==> src/rtl/core/fw2d_pkg.sv <==
// Shared widths, codes and defaults of the two-dimensional prefix maximum table.
`timescale 1ns / 1ps

package fw2d_pkg;

    localparam int X_SIZE_DEF     = 256;
    localparam int Y_SIZE_DEF     = 512;
    localparam int VALUE_BITS_DEF = 16;

    localparam int X_COORD_BITS   = 9;
    localparam int Y_COORD_BITS   = 10;
    localparam int NEW_VALUE_BITS = 16;
    localparam int MAX_BITS       = 16;

    localparam int X_LIMIT_BITS   = 9;
    localparam int Y_LIMIT_BITS   = 10;
    localparam int CFG_INDEX_BITS = 1;
    localparam int CFG_DATA_BITS  = 10;

    localparam logic [X_LIMIT_BITS-1:0] X_LIMIT_RST = X_LIMIT_BITS'(256);
    localparam logic [Y_LIMIT_BITS-1:0] Y_LIMIT_RST = Y_LIMIT_BITS'(512);

    typedef enum logic
    {
        OP_QUERY  = 1'b0,
        OP_UPDATE = 1'b1
    } op_t;

    typedef enum logic [CFG_INDEX_BITS-1:0]
    {
        CFG_X_LIMIT = 1'b0,
        CFG_Y_LIMIT = 1'b1
    } cfg_reg_t;

endpackage

==> src/rtl/core/fw2d_if.sv <==
// Request and response channel interfaces of the prefix maximum table.
`timescale 1ns / 1ps

interface fw2d_req_if import fw2d_pkg::*; ();
    logic                      valid;
    logic                      ready;
    logic                      op;
    logic [X_COORD_BITS-1:0]   x_coord;
    logic [Y_COORD_BITS-1:0]   y_coord;
    logic [NEW_VALUE_BITS-1:0] new_value;

    modport source (output valid, output op, output x_coord, output y_coord,
                    output new_value, input ready);
    modport sink (input valid, input op, input x_coord, input y_coord,
                  input new_value, output ready);
endinterface

interface fw2d_rsp_if import fw2d_pkg::*; ();
    logic                valid;
    logic                ready;
    logic [MAX_BITS-1:0] max_found;
    logic                bad_index;

    modport source (output valid, output max_found, output bad_index, input ready);
    modport sink (input valid, input max_found, input bad_index, output ready);
endinterface

==> src/rtl/core/fw2d_walk.sv <==
// Walk sequencer: clearing pass, query and update walks, response register.
`timescale 1ns / 1ps

module fw2d_walk import fw2d_pkg::*;
#(
    parameter int X_SIZE     = X_SIZE_DEF,
    parameter int Y_SIZE     = Y_SIZE_DEF,
    parameter int VALUE_BITS = VALUE_BITS_DEF,
    parameter int XLW        = $clog2(X_SIZE + 1),
    parameter int YLW        = $clog2(Y_SIZE + 1),
    parameter int AW         = $clog2(X_SIZE * Y_SIZE)
)
(
    input  logic                  clk,
    input  logic                  rst_n,
    fw2d_req_if.sink              req,
    fw2d_rsp_if.source            rsp,
    input  logic [XLW-1:0]        x_lim,
    input  logic [YLW-1:0]        y_lim,
    output logic                  mem_we,
    output logic [AW-1:0]         mem_waddr,
    output logic [VALUE_BITS-1:0] mem_wdata,
    output logic                  mem_re,
    output logic [AW-1:0]         mem_raddr,
    input  logic [VALUE_BITS-1:0] mem_rdata
);

    localparam int DEPTH = X_SIZE * Y_SIZE;
    localparam int XCW   = (X_COORD_BITS > XLW) ? X_COORD_BITS : XLW;
    localparam int YCW   = (Y_COORD_BITS > YLW) ? Y_COORD_BITS : YLW;
    localparam int XIW   = XCW + 1;
    localparam int YIW   = YCW + 1;
    localparam int XAW   = (X_SIZE > 1) ? $clog2(X_SIZE) : 1;
    localparam int YAW   = (Y_SIZE > 1) ? $clog2(Y_SIZE) : 1;

    typedef enum logic [2:0]
    {
        ST_CLEAR,
        ST_IDLE,
        ST_WALK,
        ST_DONE
    } state_t;

    state_t                state_reg, state_next;
    logic                  op_reg, op_next;
    logic [XIW-1:0]        xi_reg, xi_next;
    logic [YIW-1:0]        yi_reg, yi_next;
    logic [YIW-1:0]        ys_reg, ys_next;
    logic [VALUE_BITS-1:0] val_reg, val_next;
    logic [VALUE_BITS-1:0] best_reg, best_next;
    logic                  bad_reg, bad_next;
    logic                  more_reg, more_next;
    logic                  pend_reg, pend_next;
    logic [AW-1:0]         pend_addr_reg, pend_addr_next;
    logic [AW-1:0]         clr_addr_reg, clr_addr_next;
    logic                  rsp_valid_reg, rsp_valid_next;
    logic [MAX_BITS-1:0]   rsp_max_reg, rsp_max_next;
    logic                  rsp_bad_reg, rsp_bad_next;

    logic [XIW-1:0]        xc_ext, xs_clamp, xl_ext, x_low, x_step;
    logic [YIW-1:0]        yc_ext, ys_clamp, yl_ext, y_low, y_step;
    logic                  y_wrap, x_end;
    logic [XAW-1:0]        x_ofs;
    logic [YAW-1:0]        y_ofs;
    logic [AW-1:0]         node_addr;

    assign req.ready     = (state_reg == ST_IDLE);
    assign rsp.valid     = rsp_valid_reg;
    assign rsp.max_found = rsp_max_reg;
    assign rsp.bad_index = rsp_bad_reg;

    assign xc_ext   = XIW'(req.x_coord);
    assign yc_ext   = YIW'(req.y_coord);
    assign xl_ext   = XIW'(x_lim);
    assign yl_ext   = YIW'(y_lim);
    assign xs_clamp = (xc_ext > XIW'(X_SIZE)) ? XIW'(X_SIZE) : xc_ext;
    assign ys_clamp = (yc_ext > YIW'(Y_SIZE)) ? YIW'(Y_SIZE) : yc_ext;

    assign x_low = xi_reg & (~xi_reg + XIW'(1));
    assign y_low = yi_reg & (~yi_reg + YIW'(1));

    always_comb
    begin
        if (op_reg == OP_UPDATE)
        begin
            x_step = xi_reg + x_low;
            y_step = yi_reg + y_low;
            y_wrap = (y_step > yl_ext);
            x_end  = (x_step > xl_ext);
        end
        else
        begin
            x_step = xi_reg - x_low;
            y_step = yi_reg - y_low;
            y_wrap = (y_step == '0);
            x_end  = (x_step == '0);
        end
    end

    assign x_ofs     = XAW'(xi_reg - XIW'(1));
    assign y_ofs     = YAW'(yi_reg - YIW'(1));
    assign node_addr = AW'(x_ofs) * AW'(Y_SIZE) + AW'(y_ofs);

    assign mem_re    = (state_reg == ST_WALK) && more_reg;
    assign mem_raddr = node_addr;

    always_comb
    begin
        mem_we    = 1'b0;
        mem_waddr = pend_addr_reg;
        mem_wdata = val_reg;
        if (state_reg == ST_CLEAR)
        begin
            mem_we    = 1'b1;
            mem_waddr = clr_addr_reg;
            mem_wdata = '0;
        end
        else if ((state_reg == ST_WALK) && pend_reg && (op_reg == OP_UPDATE)
                 && (mem_rdata < val_reg))
        begin
            mem_we = 1'b1;
        end
    end

    always_comb
    begin
        state_next     = state_reg;
        op_next        = op_reg;
        xi_next        = xi_reg;
        yi_next        = yi_reg;
        ys_next        = ys_reg;
        val_next       = val_reg;
        best_next      = best_reg;
        bad_next       = bad_reg;
        more_next      = more_reg;
        pend_next      = pend_reg;
        pend_addr_next = pend_addr_reg;
        clr_addr_next  = clr_addr_reg;
        rsp_valid_next = rsp_valid_reg;
        rsp_max_next   = rsp_max_reg;
        rsp_bad_next   = rsp_bad_reg;

        if (rsp_valid_reg && rsp.ready)
        begin
            rsp_valid_next = 1'b0;
        end

        unique case (state_reg)
            ST_CLEAR:
            begin
                clr_addr_next = clr_addr_reg + AW'(1);
                if (clr_addr_reg == AW'(DEPTH - 1))
                begin
                    state_next = ST_IDLE;
                end
            end
            ST_IDLE:
            begin
                if (req.valid)
                begin
                    op_next   = req.op;
                    val_next  = VALUE_BITS'(req.new_value);
                    best_next = '0;
                    pend_next = 1'b0;
                    if (req.op == OP_UPDATE)
                    begin
                        bad_next  = (req.x_coord == '0) || (req.y_coord == '0);
                        more_next = !bad_next && (xc_ext <= xl_ext) && (yc_ext <= yl_ext);
                        xi_next   = xc_ext;
                        yi_next   = yc_ext;
                        ys_next   = yc_ext;
                    end
                    else
                    begin
                        bad_next  = 1'b0;
                        more_next = (xs_clamp != '0) && (ys_clamp != '0);
                        xi_next   = xs_clamp;
                        yi_next   = ys_clamp;
                        ys_next   = ys_clamp;
                    end
                    state_next = ST_WALK;
                end
            end
            ST_WALK:
            begin
                if (pend_reg && (op_reg == OP_QUERY) && (mem_rdata > best_reg))
                begin
                    best_next = mem_rdata;
                end
                pend_next      = more_reg;
                pend_addr_next = node_addr;
                if (more_reg)
                begin
                    if (y_wrap)
                    begin
                        xi_next   = x_step;
                        yi_next   = ys_reg;
                        more_next = !x_end;
                    end
                    else
                    begin
                        yi_next = y_step;
                    end
                end
                else if (!pend_reg)
                begin
                    state_next = ST_DONE;
                end
            end
            ST_DONE:
            begin
                if (!rsp_valid_reg || rsp.ready)
                begin
                    rsp_valid_next = 1'b1;
                    rsp_max_next   = MAX_BITS'(best_reg);
                    rsp_bad_next   = bad_reg;
                    state_next     = ST_IDLE;
                end
            end
            default:
            begin
                state_next = ST_IDLE;
            end
        endcase
    end

    always_ff @(posedge clk or negedge rst_n)
    begin
        if (!rst_n)
        begin
            state_reg     <= ST_CLEAR;
            op_reg        <= 1'b0;
            xi_reg        <= '0;
            yi_reg        <= '0;
            ys_reg        <= '0;
            val_reg       <= '0;
            best_reg      <= '0;
            bad_reg       <= 1'b0;
            more_reg      <= 1'b0;
            pend_reg      <= 1'b0;
            pend_addr_reg <= '0;
            clr_addr_reg  <= '0;
            rsp_valid_reg <= 1'b0;
            rsp_max_reg   <= '0;
            rsp_bad_reg   <= 1'b0;
        end
        else
        begin
            state_reg     <= state_next;
            op_reg        <= op_next;
            xi_reg        <= xi_next;
            yi_reg        <= yi_next;
            ys_reg        <= ys_next;
            val_reg       <= val_next;
            best_reg      <= best_next;
            bad_reg       <= bad_next;
            more_reg      <= more_next;
            pend_reg      <= pend_next;
            pend_addr_reg <= pend_addr_next;
            clr_addr_reg  <= clr_addr_next;
            rsp_valid_reg <= rsp_valid_next;
            rsp_max_reg   <= rsp_max_next;
            rsp_bad_reg   <= rsp_bad_next;
        end
    end

endmodule

==> src/flat_wrapper.sv <==
// flat-port wrapper written by rule: the top's interface ports become plain ports
module fw2d_walk_flat import fw2d_pkg::*;
#(
    parameter int X_SIZE     = X_SIZE_DEF,
    parameter int Y_SIZE     = Y_SIZE_DEF,
    parameter int VALUE_BITS = VALUE_BITS_DEF,
    parameter int XLW        = $clog2(X_SIZE + 1),
    parameter int YLW        = $clog2(Y_SIZE + 1),
    parameter int AW         = $clog2(X_SIZE * Y_SIZE)
)
  (clk, rst_n, x_lim, y_lim, mem_we, mem_waddr, mem_wdata, mem_re, mem_raddr, mem_rdata, req_valid, req_op, req_x_coord, req_y_coord, req_new_value, req_ready, rsp_valid, rsp_max_found, rsp_bad_index, rsp_ready);
  fw2d_req_if req_i ();
  fw2d_rsp_if rsp_i ();
  input  logic clk;
  input  logic rst_n;
  input  logic [XLW-1:0] x_lim;
  input  logic [YLW-1:0] y_lim;
  output logic mem_we;
  output logic [AW-1:0] mem_waddr;
  output logic [VALUE_BITS-1:0] mem_wdata;
  output logic mem_re;
  output logic [AW-1:0] mem_raddr;
  input  logic [VALUE_BITS-1:0] mem_rdata;
  input wire logic [$bits(req_i.valid)-1:0] req_valid;
  input wire logic [$bits(req_i.op)-1:0] req_op;
  input wire logic [$bits(req_i.x_coord)-1:0] req_x_coord;
  input wire logic [$bits(req_i.y_coord)-1:0] req_y_coord;
  input wire logic [$bits(req_i.new_value)-1:0] req_new_value;
  output wire logic [$bits(req_i.ready)-1:0] req_ready;
  output wire logic [$bits(rsp_i.valid)-1:0] rsp_valid;
  output wire logic [$bits(rsp_i.max_found)-1:0] rsp_max_found;
  output wire logic [$bits(rsp_i.bad_index)-1:0] rsp_bad_index;
  input wire logic [$bits(rsp_i.ready)-1:0] rsp_ready;
  assign req_i.valid = req_valid;
  assign req_i.op = req_op;
  assign req_i.x_coord = req_x_coord;
  assign req_i.y_coord = req_y_coord;
  assign req_i.new_value = req_new_value;
  assign req_ready = req_i.ready;
  assign rsp_valid = rsp_i.valid;
  assign rsp_max_found = rsp_i.max_found;
  assign rsp_bad_index = rsp_i.bad_index;
  assign rsp_i.ready = rsp_ready;
  fw2d_walk #(.X_SIZE(X_SIZE), .Y_SIZE(Y_SIZE), .VALUE_BITS(VALUE_BITS), .XLW(XLW), .YLW(YLW), .AW(AW)) u_core (.clk(clk), .rst_n(rst_n), .req(req_i), .rsp(rsp_i), .x_lim(x_lim), .y_lim(y_lim), .mem_we(mem_we), .mem_waddr(mem_waddr), .mem_wdata(mem_wdata), .mem_re(mem_re), .mem_raddr(mem_raddr), .mem_rdata(mem_rdata));
endmodule
==> config.mk <==
export PLATFORM = sky130hd
export DESIGN_NAME = fw2d_walk_flat
export DESIGN_NICKNAME = d
export VERILOG_FILES = /design/src/rtl/core/fw2d_pkg.sv /design/src/rtl/core/fw2d_if.sv /design/src/rtl/core/fw2d_walk.sv /design/src/flat_wrapper.sv
export SDC_FILE = /design/constraint.sdc
export NUM_CORES = 1
export LEC_CHECK = 0
export BUFFER_PORTS_ARGS = -buffer_cell sky130_fd_sc_hd__clkbuf_2
export CAP_MARGIN = 20
export CELL_PAD_IN_SITES_DETAIL_PLACEMENT = 1
export CELL_PAD_IN_SITES_GLOBAL_PLACEMENT = 1
export CORE_MARGIN = 2
export CORE_UTILIZATION = 35
export DETAILED_ROUTE_END_ITERATION = 12
export PLACE_DENSITY = 0.7
export SLEW_MARGIN = 20
export SYNTH_ARGS = -nofsm -noshare
export SYNTH_HDL_FRONTEND = slang
export SYNTH_SLANG_ARGS = --single-unit
==> constraint.sdc <==
create_clock -name clk -period 4.9 [get_ports clk]
set_input_delay 0.735 -clock clk [delete_from_list [all_inputs] [get_ports clk]]
set_output_delay 0.735 -clock clk [all_outputs]
set_load 0.02 [all_outputs]
==> key figures, run 1 <==
Run status
  • Status: complete, no violations

Timing
  • Final min period: roughly 4.4 ns
  • RSZ-0062 raised after global routing: no
  • Setup violations, final: 0
  • Pins over their slew limit: 0
  • Slew margin rel.: 0.362
  • Max Clk Rate: about 0.23 GHz
  • Worst Tran Pin Value: roughly 0.96 ns
  • Setup tns final: 0 ns
  • Final period util: 0.895
  • Hold Slack: approximately 0.30 ns
  • Worst Skew: a little over 0.01 ns
  • Final WS setup: around 0.51 ns
  • Hold violation total from the final report: 0

Power and ir drop
  • Sequential power share: 0.383
  • Int Pwr: roughly 2 mW
  • Leakage: approximately 5 nW
  • Clk pwr share: 0.518
  • Sw frac: 0.256
  • Combinational power share: 0.100
  • Net switching power: roughly 0.7 mW
  • Pwr per Cell Area: ~250 nW/um2
  • Worst vdd ir: about 220 uV
  • Overall power: roughly 2.7 mW

Floorplan
  • Die W: about 160 um
  • Initial Util: 0.358
  • Io pins: ~150
  • Full die area: 27100 um2
  • DIE HEIGHT: 165 um
  • Core Box Area: between 20000 and 30000 um2
  • FP Rows: 58

GRT
  • Vias in the first global route: roughly 8200
  • Antenna violations before repair: 0
  • Global-route total usage across every layer: 0.212
  • First-pass GRT wire length: about 45 mm
  • Grt ovf: 0
  • Largest net degree at the start of global routing: 47

Min path
  • Min-Delay Path Class: input pin to asynchronous set/reset pin

Clock tree
  • Clock tree buffer depth: 2
  • Root buf cell: clkbuf_16
  • Clk_lat worst skew: roughly 0.43 ns
  • Number of buffers created by CTS: 17
  • CTS tree: done
  • Sink Count: between 100 and 150
  • Htree depth: 4
  • Clock-pin slew on the worst setup and hold paths: 0.06 ns
  • # hold bufs at CTS: 0

Route
  • Routed WL: around 28 mm
  • Pre-antenna DRT Iters: 4
  • DRC errors left: 0
  • Via count: slightly above 8000
  • DR WL/cell: approximately 19 um
  • DR iter-0 viols: between 300 and 400
  • Antenna viol nets, final: 0
  • Vias per std cell: around 5.4

Worst setup path
  • Critical Path RT: around 5.2 ns
  • CP Class: flip-flop to flip-flop
  • Arrival @ worst endpoint: ~4.7 ns
  • Crit path launch: u_core.yi_reg[1]$_DFFE_PN0P_
  • R2R depth: 19
  • Worst r2r src: u_core.yi_reg[1]$_DFFE_PN0P_
  • CP Capture Type: flip-flop
  • Critical path peak fanout: 13
  • Startpoint Class: flip-flop

Placement
  • PortBufs: roughly 150
  • Placed Cells incl. Taps: between 1000 and 1500
  • Dpl ws: 0.177 ns
  • Gp weighted congestion: between 0.9 and 1
  • DPL Wire Length: between 20 and 25 mm

Final layout
  • Commonest cells after routing, fill and taps aside: clkbuf_2, dfrtp_1, nand2_1, nor2_1, ha_1
  • Layout cells sized above 1: 0.225
  • Final cell count without fillers: around 1500
  • Commonest non-fill, non-tap cell in the layout: clkbuf_2
  • Antenna Cells: 0
  • Syn-to-layout area delta: 18.5%
  • Final #Nets: between 1000 and 1500

Logic synthesis
  • Post-synth cell types: between 70 and 80
  • Cell taking the most area after synthesis: dfrtp_1
  • Post-synthesis net count: around 1200
  • Top post-synthesis cells by area: dfrtp_1, ha_1, mux2_2
  • Post-synthesis instance total: roughly 1000
  • Post-synth EDFFs: 0
  • Seq cells post-synth: roughly 120
  • Post-synth top area share: 0.335
  • Ys flop type: dfrtp_1
  • Syn Area/Cell: approximately 8.7 um2
  • Synth Warn #: 0
  • Register area share after synthesis: 0.335
  • Async set-or-reset flop fraction in the synthesized netlist: 1.00
  • Mapped cell area: ~9000 um2

Job
  • Max-Cap Viols: 0
-- power groups by stage --
| stage | clock network (mW) | logic [mW] | registers (mW) |
|---|---|---|---|
| floorplan | 0 | 0.157 | 1.02 |
| global placement | 0 | 0.259 | 1.04 |
| detailed placement | 0 | 0.266 | 1.04 |
| CTS | 1.40 | 0.269 | 1.02 |
| global route | 1.44 | 0.303 | 1.02 |
| finish | 1.38 | 0.265 | 1.02 |
-- path summary, 6_finish.rpt --
check                                            endpoint  slack (ns)
max                          u_core.yi_reg[4]$_DFFE_PN0P_        0.51
min                        u_core.best_reg[8]$_DFFE_PN0P_        0.30
max reg2reg                  u_core.yi_reg[4]$_DFFE_PN0P_        0.51
min reg2reg                  u_core.ys_reg[4]$_DFFE_PN0P_        0.47
max in group asynchronous    u_core.yi_reg[1]$_DFFE_PN0P_        3.56
min in group clk             u_core.ys_reg[4]$_DFFE_PN0P_        0.47
-- synthesized netlist by cell type (all sizes together), types with 5 or more instances --
| library cell | number |
|---|---|
| nor3 | 22 |
| a21oi | 54 |
| o21bai | 5 |
| xor2 | 17 |
| nor2b | 14 |
| a22oi | 13 |
| clkbuf | 41 |
| nand2 | 112 |
| xnor2 | 26 |
| o21a | 10 |
| o31ai | 7 |
| nor2 | 91 |
| o211ai | 9 |
| nand4 | 18 |
| buf | 15 |
| o21ai | 82 |
| nor4 | 9 |
| or3 | 9 |
| mux2 | 48 |
| a22o | 16 |
| inv | 72 |
| nand3 | 25 |
| nand2b | 10 |
| dfrtp | 121 |
| mux2i | 13 |
| and3 | 7 |
| a31oi | 9 |
| a211oi | 6 |
| a21o | 9 |
| ha | 89 |
| o22ai | 5 |
-- logic make-up (layout without fill, tap and decap cells) --
| logic type | count (synthesis) | in the layout | share of synthesized area |
|---|---|---|---|
| compound gates | 259 | 259 | 0.192 |
| xor+xnor | 43 | 43 | 0.0417 |
| fa+ha+maj | 90 | 90 | 0.124 |
| buf+inv | 128 | 264 | 0.0567 |
| flops | 121 | 121 | 0.335 |
| mux | 61 | 61 | 0.0743 |
| simple gates | 336 | 336 | 0.176 |
-- critical path, cell delays in order, from the launching register on --
cell,delay [ns]
dfrtp_2,0.50
inv_1,0.13
ha_1,0.31
inv_1,0.14
ha_1,0.29
nand2_1,0.14
a21o_1,0.23
a221oi_1,0.32
buf_4,0.19
o22ai_1,0.10
mux2i_1,0.17
nor2_1,0.06
ha_1,0.29
nand3_1,0.11
nor3_1,0.16
a21oi_1,0.10
o21ai_4,0.39
nand2_2,0.24
mux2i_1,0.17
o31ai_1,0.25
-- what timing repair did --
item / 4_1_cts / 5_1_grt
endpoints found under the setup margin: 0 / 21
gates resized for setup: 0 / 5
endpoints found under the hold margin: 0 / 0
buffers inserted: 0 / 0
-- per-stage QoR --
step,area [um2],util
2_1_floorplan,9030,-
3_3_place_gp,10000,0.398
3_5_place_dp,10000,0.398
4_1_cts,10700,0.423
5_1_grt,10700,0.424
6_report,10700,0.424
-- per-layer routing --
layer	vias to the layer above	wire, um	track usage
met1	3933	13000	0.283
met4	0	609	0.0656
met2	203	13300	0.353
met3	30	1370	0.0349
li1	3953	-	-
met5	-	0	0
-- area by class of cell --
class                   count  area (um2)
clock inverters            13         191
inverters                  72         270
repair buffers            160         841
multi-input cells         789        5510
clock buffers              19         443
flip-flops and latches    121        3030
well taps                 330         413
fillers                  3020       14600
Power figures use the tool's default switching activity.
==> inputs of run 2 (changes only) <==
--- a/config.mk
+++ b/config.mk
@@ -12,7 +12,7 @@
 export CORE_MARGIN = 2
 export CORE_UTILIZATION = 35
 export DETAILED_ROUTE_END_ITERATION = 12
-export PLACE_DENSITY = 0.7
+export PLACE_DENSITY = 0.68
 export SLEW_MARGIN = 20
 export SYNTH_ARGS = -nofsm -noshare
 export SYNTH_HDL_FRONTEND = slang
==> constraint.sdc (replaced) <==
create_clock -name clk -period 4.9 [get_ports clk]
set_input_delay 0.245 -clock clk [delete_from_list [all_inputs] [get_ports clk]]
set_output_delay 0.245 -clock clk [all_outputs]
set_load 0.02 [all_outputs]
==> run 2 against run 1 <==
  * Sequential power about the same
  * Core utilization shrank 0.16 points
  * Design area is 0.37% lower
  * Clock-buffer cell count did not move
  * Total power decreased by 3.8%
  * Die area stayed put
  * Combinational power hardly changed
  * Hold slack lost 0.26 ns
  * Highest routed layer unchanged
==> key figures, run 2 (same netlist as run 1, synthesis figures left out) <==
Run status
  • Status: complete, no violations

Timing
  • Max Clk Rate: 0.224 GHz
  • Hold Slack: 0.0438 ns
  • Slew margin rel.: 0.345
  • Setup tns final: 0 ns
  • Worst Skew: slightly above 0.009 ns
  • RSZ-0062 raised after global routing: no
  • Hold violation total from the final report: 0
  • Final period util: 0.911
  • Final min period: 4.46 ns
  • Pins over their slew limit: 0
  • Setup violations, final: 0
  • Worst Tran Pin Value: approximately 1 ns

GRT
  • First-pass GRT wire length: 45.4 mm
  • Vias in the first global route: ~8400
  • Global-route total usage across every layer: 0.215
  • Antenna violations before repair: 0
  • Grt ovf: 0
  • Largest net degree at the start of global routing: 57

Clock tree
  • CTS tree: done
  • Clock tree buffer depth: 2
  • Sink Count: 121
  • Clk_lat worst skew: 0.42 ns
  • Htree depth: 4
  • Clock-pin slew on the worst setup and hold paths: 0.06 ns
  • Post-CTS Setup Inserts: 0
  • Number of buffers created by CTS: 17
  • Root buf cell: clkbuf_16

Final layout
  • Syn-to-layout area delta: 18.1%
  • Final cell count without fillers: about 1500
  • Commonest non-fill, non-tap cell in the layout: clkbuf_2
  • Commonest cells after routing, fill and taps aside: clkbuf_2, dfrtp_1, nand2_1, nor2_1, ha_1
  • Antenna Cells: 0
  • Fill cells: about 3000
  • Final #Nets: approximately 1300
  • Layout cells sized above 1: 0.224

Power and ir drop
  • Pwr per Cell Area: about 240 nW/um2
  • Worst vdd ir: about 230 uV
  • Leakage: a little under 5 nW

Worst setup path
  • R2r endpoint: u_core.yi_reg[8]$_DFFE_PN0P_
  • Startpoint Class: flip-flop
  • Worst r2r src: u_core.yi_reg[1]$_DFFE_PN0P_
  • R2R depth: 17
  • R2R Setup Slk: roughly 0.44 ns
  • CP Capture Type: flip-flop
  • Critical Path RT: 5.23 ns
  • CP Class: flip-flop to flip-flop
  • Critical path peak fanout: 13
  • Arrival @ worst endpoint: 4.79 ns

Floorplan
  • Die W: ~160 um
  • Full die area: 27100 um2
  • Io pins: 146
  • Core Box Area: ~25000 um2
  • DIE HEIGHT: around 160 um
  • FP Rows: 58
  • Initial Util: 0.358

Min path
  • Hold_sp: req_valid
  • WHS Endpoint: u_core.best_reg[15]$_DFFE_PN0P_
  • Min-Delay Path Class: input pin to flip-flop
  • Hold Path Depth: 2

Placement
  • Gp weighted congestion: slightly above 0.9
  • PortBufs: roughly 150
  • DPL Wire Length: between 20 and 25 mm
  • Placed Cells incl. Taps: between 1000 and 1500

Job
  • Max-Cap Viols: 0

Route
  • Via count: 8172
  • DRC errors left: 0
  • Routed WL: around 28 mm
  • DR WL/cell: 18.9 um
  • Pre-antenna DRT Iters: 5
  • Antenna viol nets, final: 0
  • DR iter-0 viols: about 370
  • Vias per std cell: 5.43
==> run 2: changes by cell type in the layout (fill, tap and decap cells not counted), sizes merged <==
cell / delta
inv: +1
clkinv: +1
buf: +1
dlygate4sd3: +1
bufinv: -2
==> run 2: critical path: stages (launching register included) <==
cell and delay (ns):
dfrtp_2 0.50, inv_1 0.15, ha_1 0.34, nor3b_1 0.61, nor4_1 0.16, a211oi_1 0.45
nand2_1 0.09, o21ai_0 0.11, nand2_1 0.08, o22ai_1 0.14, ha_1 0.28, a21o_1 0.16
a21oi_1 0.15, a21oi_1 0.12, o21ai_4 0.39, nand2_2 0.25, mux2i_1 0.17, o31ai_1 0.22
==> run 2: metrics by stage <==
stage	utilization	instance area [um2]	power [mW]	worst slack, ns
after floorplan	-	9030	1.18	0.713
after global placement	0.398	10100	1.30	0.441
after detailed placement	0.398	10100	1.30	0.241
after CTS	0.422	10700	2.59	0.207
after global routing	0.422	10700	2.67	0.0239
final	0.422	10700	2.56	0.436
==> run 2: layout make-up <==
class,count,area (um2),area share
timing repair buffer,162,858,0.0805
clock inverter,13,145,0.0136
tap,330,413,0.0387
clock buffer,19,443,0.0415
inverter,72,270,0.0254
sequential,121,3030,0.284
multi-input combinational,789,5500,0.516
==> run 2: worst max path at each step <==
stage	from	to	cells past startpoint
floorplan	u_core.yi_reg[0]$_DFFE_PN0P_	u_core.xi_reg[8]$_DFFE_PN0P_	18
global placement	u_core.yi_reg[1]$_DFFE_PN0P_	u_core.yi_reg[4]$_DFFE_PN0P_	19
detailed placement	u_core.yi_reg[1]$_DFFE_PN0P_	u_core.yi_reg[8]$_DFFE_PN0P_	19
CTS	u_core.yi_reg[1]$_DFFE_PN0P_	u_core.yi_reg[8]$_DFFE_PN0P_	19
global route	u_core.yi_reg[1]$_DFFE_PN0P_	u_core.yi_reg[4]$_DFFE_PN0P_	14
finish	u_core.yi_reg[1]$_DFFE_PN0P_	u_core.yi_reg[8]$_DFFE_PN0P_	17
==> run 2: timing repair <==
action | in CTS | in global routing
gates resized for setup | 0 | 2
hold endpoints to repair | 54 | 0
setup endpoints to repair | 0 | 19
hold buffers | 1 | 0
==> run 2: routing by layer <==
metal	track usage	wire (um)	vias up
met5	0	0	-
met4	0.0502	384	0
met3	0.0339	1180	26
met2	0.354	13500	174
met1	0.297	13400	4015
li1	-	-	3957
==> run 2: report_power, final <==
group,total (mW),internal (mW),switching [mW]
Sequential,1.02,1.00,0.0124
Combinational,0.268,0.106,0.163
Clock,1.27,0.767,0.508
Total,2.56,1.88,0.683
==> inputs of run 3 (changes only) <==
==> constraint.sdc (replaced) <==
create_clock -name clk -period 5.1 [get_ports clk]
set_input_delay 0.255 -clock clk [delete_from_list [all_inputs] [get_ports clk]]
set_output_delay 0.255 -clock clk [all_outputs]
set_load 0.02 [all_outputs]
==> run 3 against run 2 <==
  * Die area unchanged
  * Sequential share of layout area decreased by 0.18 points
  * Clock-buffer cell count decreased by 1
  * Non-clock buffer count decreased by 2
  * Clock power increased by 8%
  * Highest routed layer unchanged
==> key figures, run 3 (same netlist as run 1, synthesis figures left out) <==
Final layout
  • Commonest non-fill, non-tap cell in the layout: clkbuf_2
  • Area of the multi-input gates: about 5500 um2
  • Commonest cells after routing, fill and taps aside: clkbuf_2, dfrtp_1, nand2_1, nor2_1, ha_1
  • Syn-to-layout area delta: 18.8%
  • Layout cells sized above 1: 0.223
  • Fill cells: 3067
  • Register area: 3030 um2
  • Final #Nets: approximately 1300
  • Antenna Cells: 0

Route
  • Metal3 WL: about 1.1 mm
  • DRC errors left: 0
  • WL met2: 13.2 mm
  • DR WL/cell: roughly 19 um
  • Antenna viol nets, final: 0
  • DR iter-0 viols: 444
  • Pre-antenna DRT Iters: 5
  • Met1 Wirelength: 13.6 mm
  • Vias per std cell: 5.40
  • Routed WL: around 28 mm
  • Via count: 8119
  • Max layer used: met4

Floorplan
  • FP Rows: 58
  • Die W: about 160 um
  • Full die area: 27100 um2
  • Core Box Area: 25300 um2
  • Io pins: about 150
  • Initial Util: 0.358
  • DIE HEIGHT: 165 um

Timing
  • Pins over their slew limit: 0
  • Final min period: roughly 4.7 ns
  • Setup tns final: 0 ns
  • RSZ-0062 raised after global routing: no
  • Worst Skew: around 0.016 ns
  • Setup violations, final: 0
  • Hold violation total from the final report: 0
  • Worst Tran Pin Value: just under 1 ns
  • Slew margin rel.: 0.348
  • Hold Slack: ~0.047 ns
  • Final period util: 0.912
  • Max Clk Rate: about 0.22 GHz
  • Final WS setup: 0.450 ns

Worst setup path
  • Crit path buf inv count: 3
  • CP Cell Sequence: inv_1 -> ha_1 -> inv_1 -> ha_1 -> nand2_1 -> a21o_1 -> a221oi_1 -> buf_4 -> o22ai_1 -> mux2i_1 -> nor2_1 -> ha_1 -> nand3_1 -> o21bai_1 -> a21oi_1 -> o21ai_4 -> nand2_2 -> mux2i_1 -> o31ai_1
  • Startpoint Class: flip-flop
  • Crit path launch: u_core.yi_reg[1]$_DFFE_PN0P_
  • Critical path peak fanout: 13
  • Worst r2r src: u_core.yi_reg[1]$_DFFE_PN0P_
  • Critical Path RT: ~5.4 ns
  • CP Capture Type: flip-flop
  • Cell family with the largest share of critical-path delay: compound AO/OA/AOI/OAI gates
  • Slowest stage delay, CP: roughly 0.60 ns
  • CP max-delay cell: dfrtp_1
  • Most frequent CP cell: ha_1
  • Arrival @ worst endpoint: around 5 ns
  • R2R Setup Slk: between 0.4 and 0.5 ns
  • CP Class: flip-flop to flip-flop
  • R2r endpoint: u_core.yi_reg[4]$_DFFE_PN0P_
  • R2R depth: 19

Clock tree
  • Root buf cell: clkbuf_16
  • Clk_lat worst skew: between 0.4 and 0.5 ns
  • Clock tree buffer depth: 2
  • Htree depth: 4
  • Clock-pin slew on the worst setup and hold paths: ~0.060 ns
  • Number of buffers created by CTS: 17
  • Sink Count: 121
  • CTS tree: done

Run status
  • Status: complete, no violations

Power and ir drop
  • Leakage: 4.96 nW
  • Pwr per Cell Area: between 200 and 250 nW/um2
  • Worst vdd ir: 217 uV

Placement
  • DPL Wire Length: about 22 mm
  • PortBufs: ~150
  • Dpl ws: around 0.31 ns
  • Gp weighted congestion: 0.898

Min path
  • Hold_sp: req_valid
  • WHS Endpoint: u_core.best_reg[15]$_DFFE_PN0P_
  • Hold Path Depth: 2
  • Min-Delay Path Class: input pin to flip-flop

GRT
  • Antenna violations before repair: 0
  • First-pass GRT wire length: between 40 and 50 mm
  • Vias in the first global route: between 8000 and 9000
  • Global-route total usage across every layer: 0.213
  • Largest net degree at the start of global routing: 58
  • Grt ovf: 0

Job
  • Max-Cap Viols: 0
## run 3: changes by cell type in the layout (fill, tap and decap cells not counted), sizes merged
cell	change
buf	-2
inv	-1
bufinv	+3
clkinv	-1
clkbuf	-1
## run 3: layout make-up
cell class | count | share of cell area
clock inverters | 14 | 0.0205
flip-flops and latches | 121 | 0.282
well taps | 330 | 0.0385
multi-input cells | 789 | 0.513
repair buffers | 160 | 0.0798
inverters | 72 | 0.0252
clock buffers | 18 | 0.0409
## run 3: stage by stage
step                      instances  total power, mW  instance area [um2]   util
final                          1504             2.60                10700  0.425
after detailed placement       1469             1.25                10000  0.397
after floorplan                1038             1.14                 9030      -
after global routing           1504             2.71                10700  0.425
after CTS                      1502             2.63                10700  0.423
after global placement         1469             1.24                10000  0.397
## run 3: repair_timing
item,CTS,global route
endpoints found under the setup margin,0,18
gates resized for setup,0,2
hold endpoints to repair,18,0
hold buffers,1,0
setup buffers,0,2
## run 3: worst max path at each step
stage               slack [ns]                      endpoint  cells past startpoint
floorplan                 0.91  u_core.xi_reg[8]$_DFFE_PN0P_                     18
global placement          0.55  u_core.xi_reg[8]$_DFFE_PN0P_                     18
detailed placement        0.31  u_core.yi_reg[4]$_DFFE_PN0P_                     19
CTS                       0.24  u_core.yi_reg[4]$_DFFE_PN0P_                     19
global route              0.10  u_core.yi_reg[4]$_DFFE_PN0P_                     19
finish                    0.45  u_core.yi_reg[4]$_DFFE_PN0P_                     19
## run 3: metal layers
| layer | vias up | global-route usage |
|---|---|---|
| met5 | - | 0 |
| met4 | 0 | 0.0474 |
| met3 | 17 | 0.0344 |
| met2 | 185 | 0.349 |
| met1 | 3973 | 0.296 |
| li1 | 3944 | - |
## run 3: power by group
group	leakage, nW	switching (mW)	total [mW]	internal (mW)
clock	0.314	0.483	1.37	0.884
sequential	1.64	0.0143	0.978	0.964
combinational	3.01	0.152	0.253	0.101
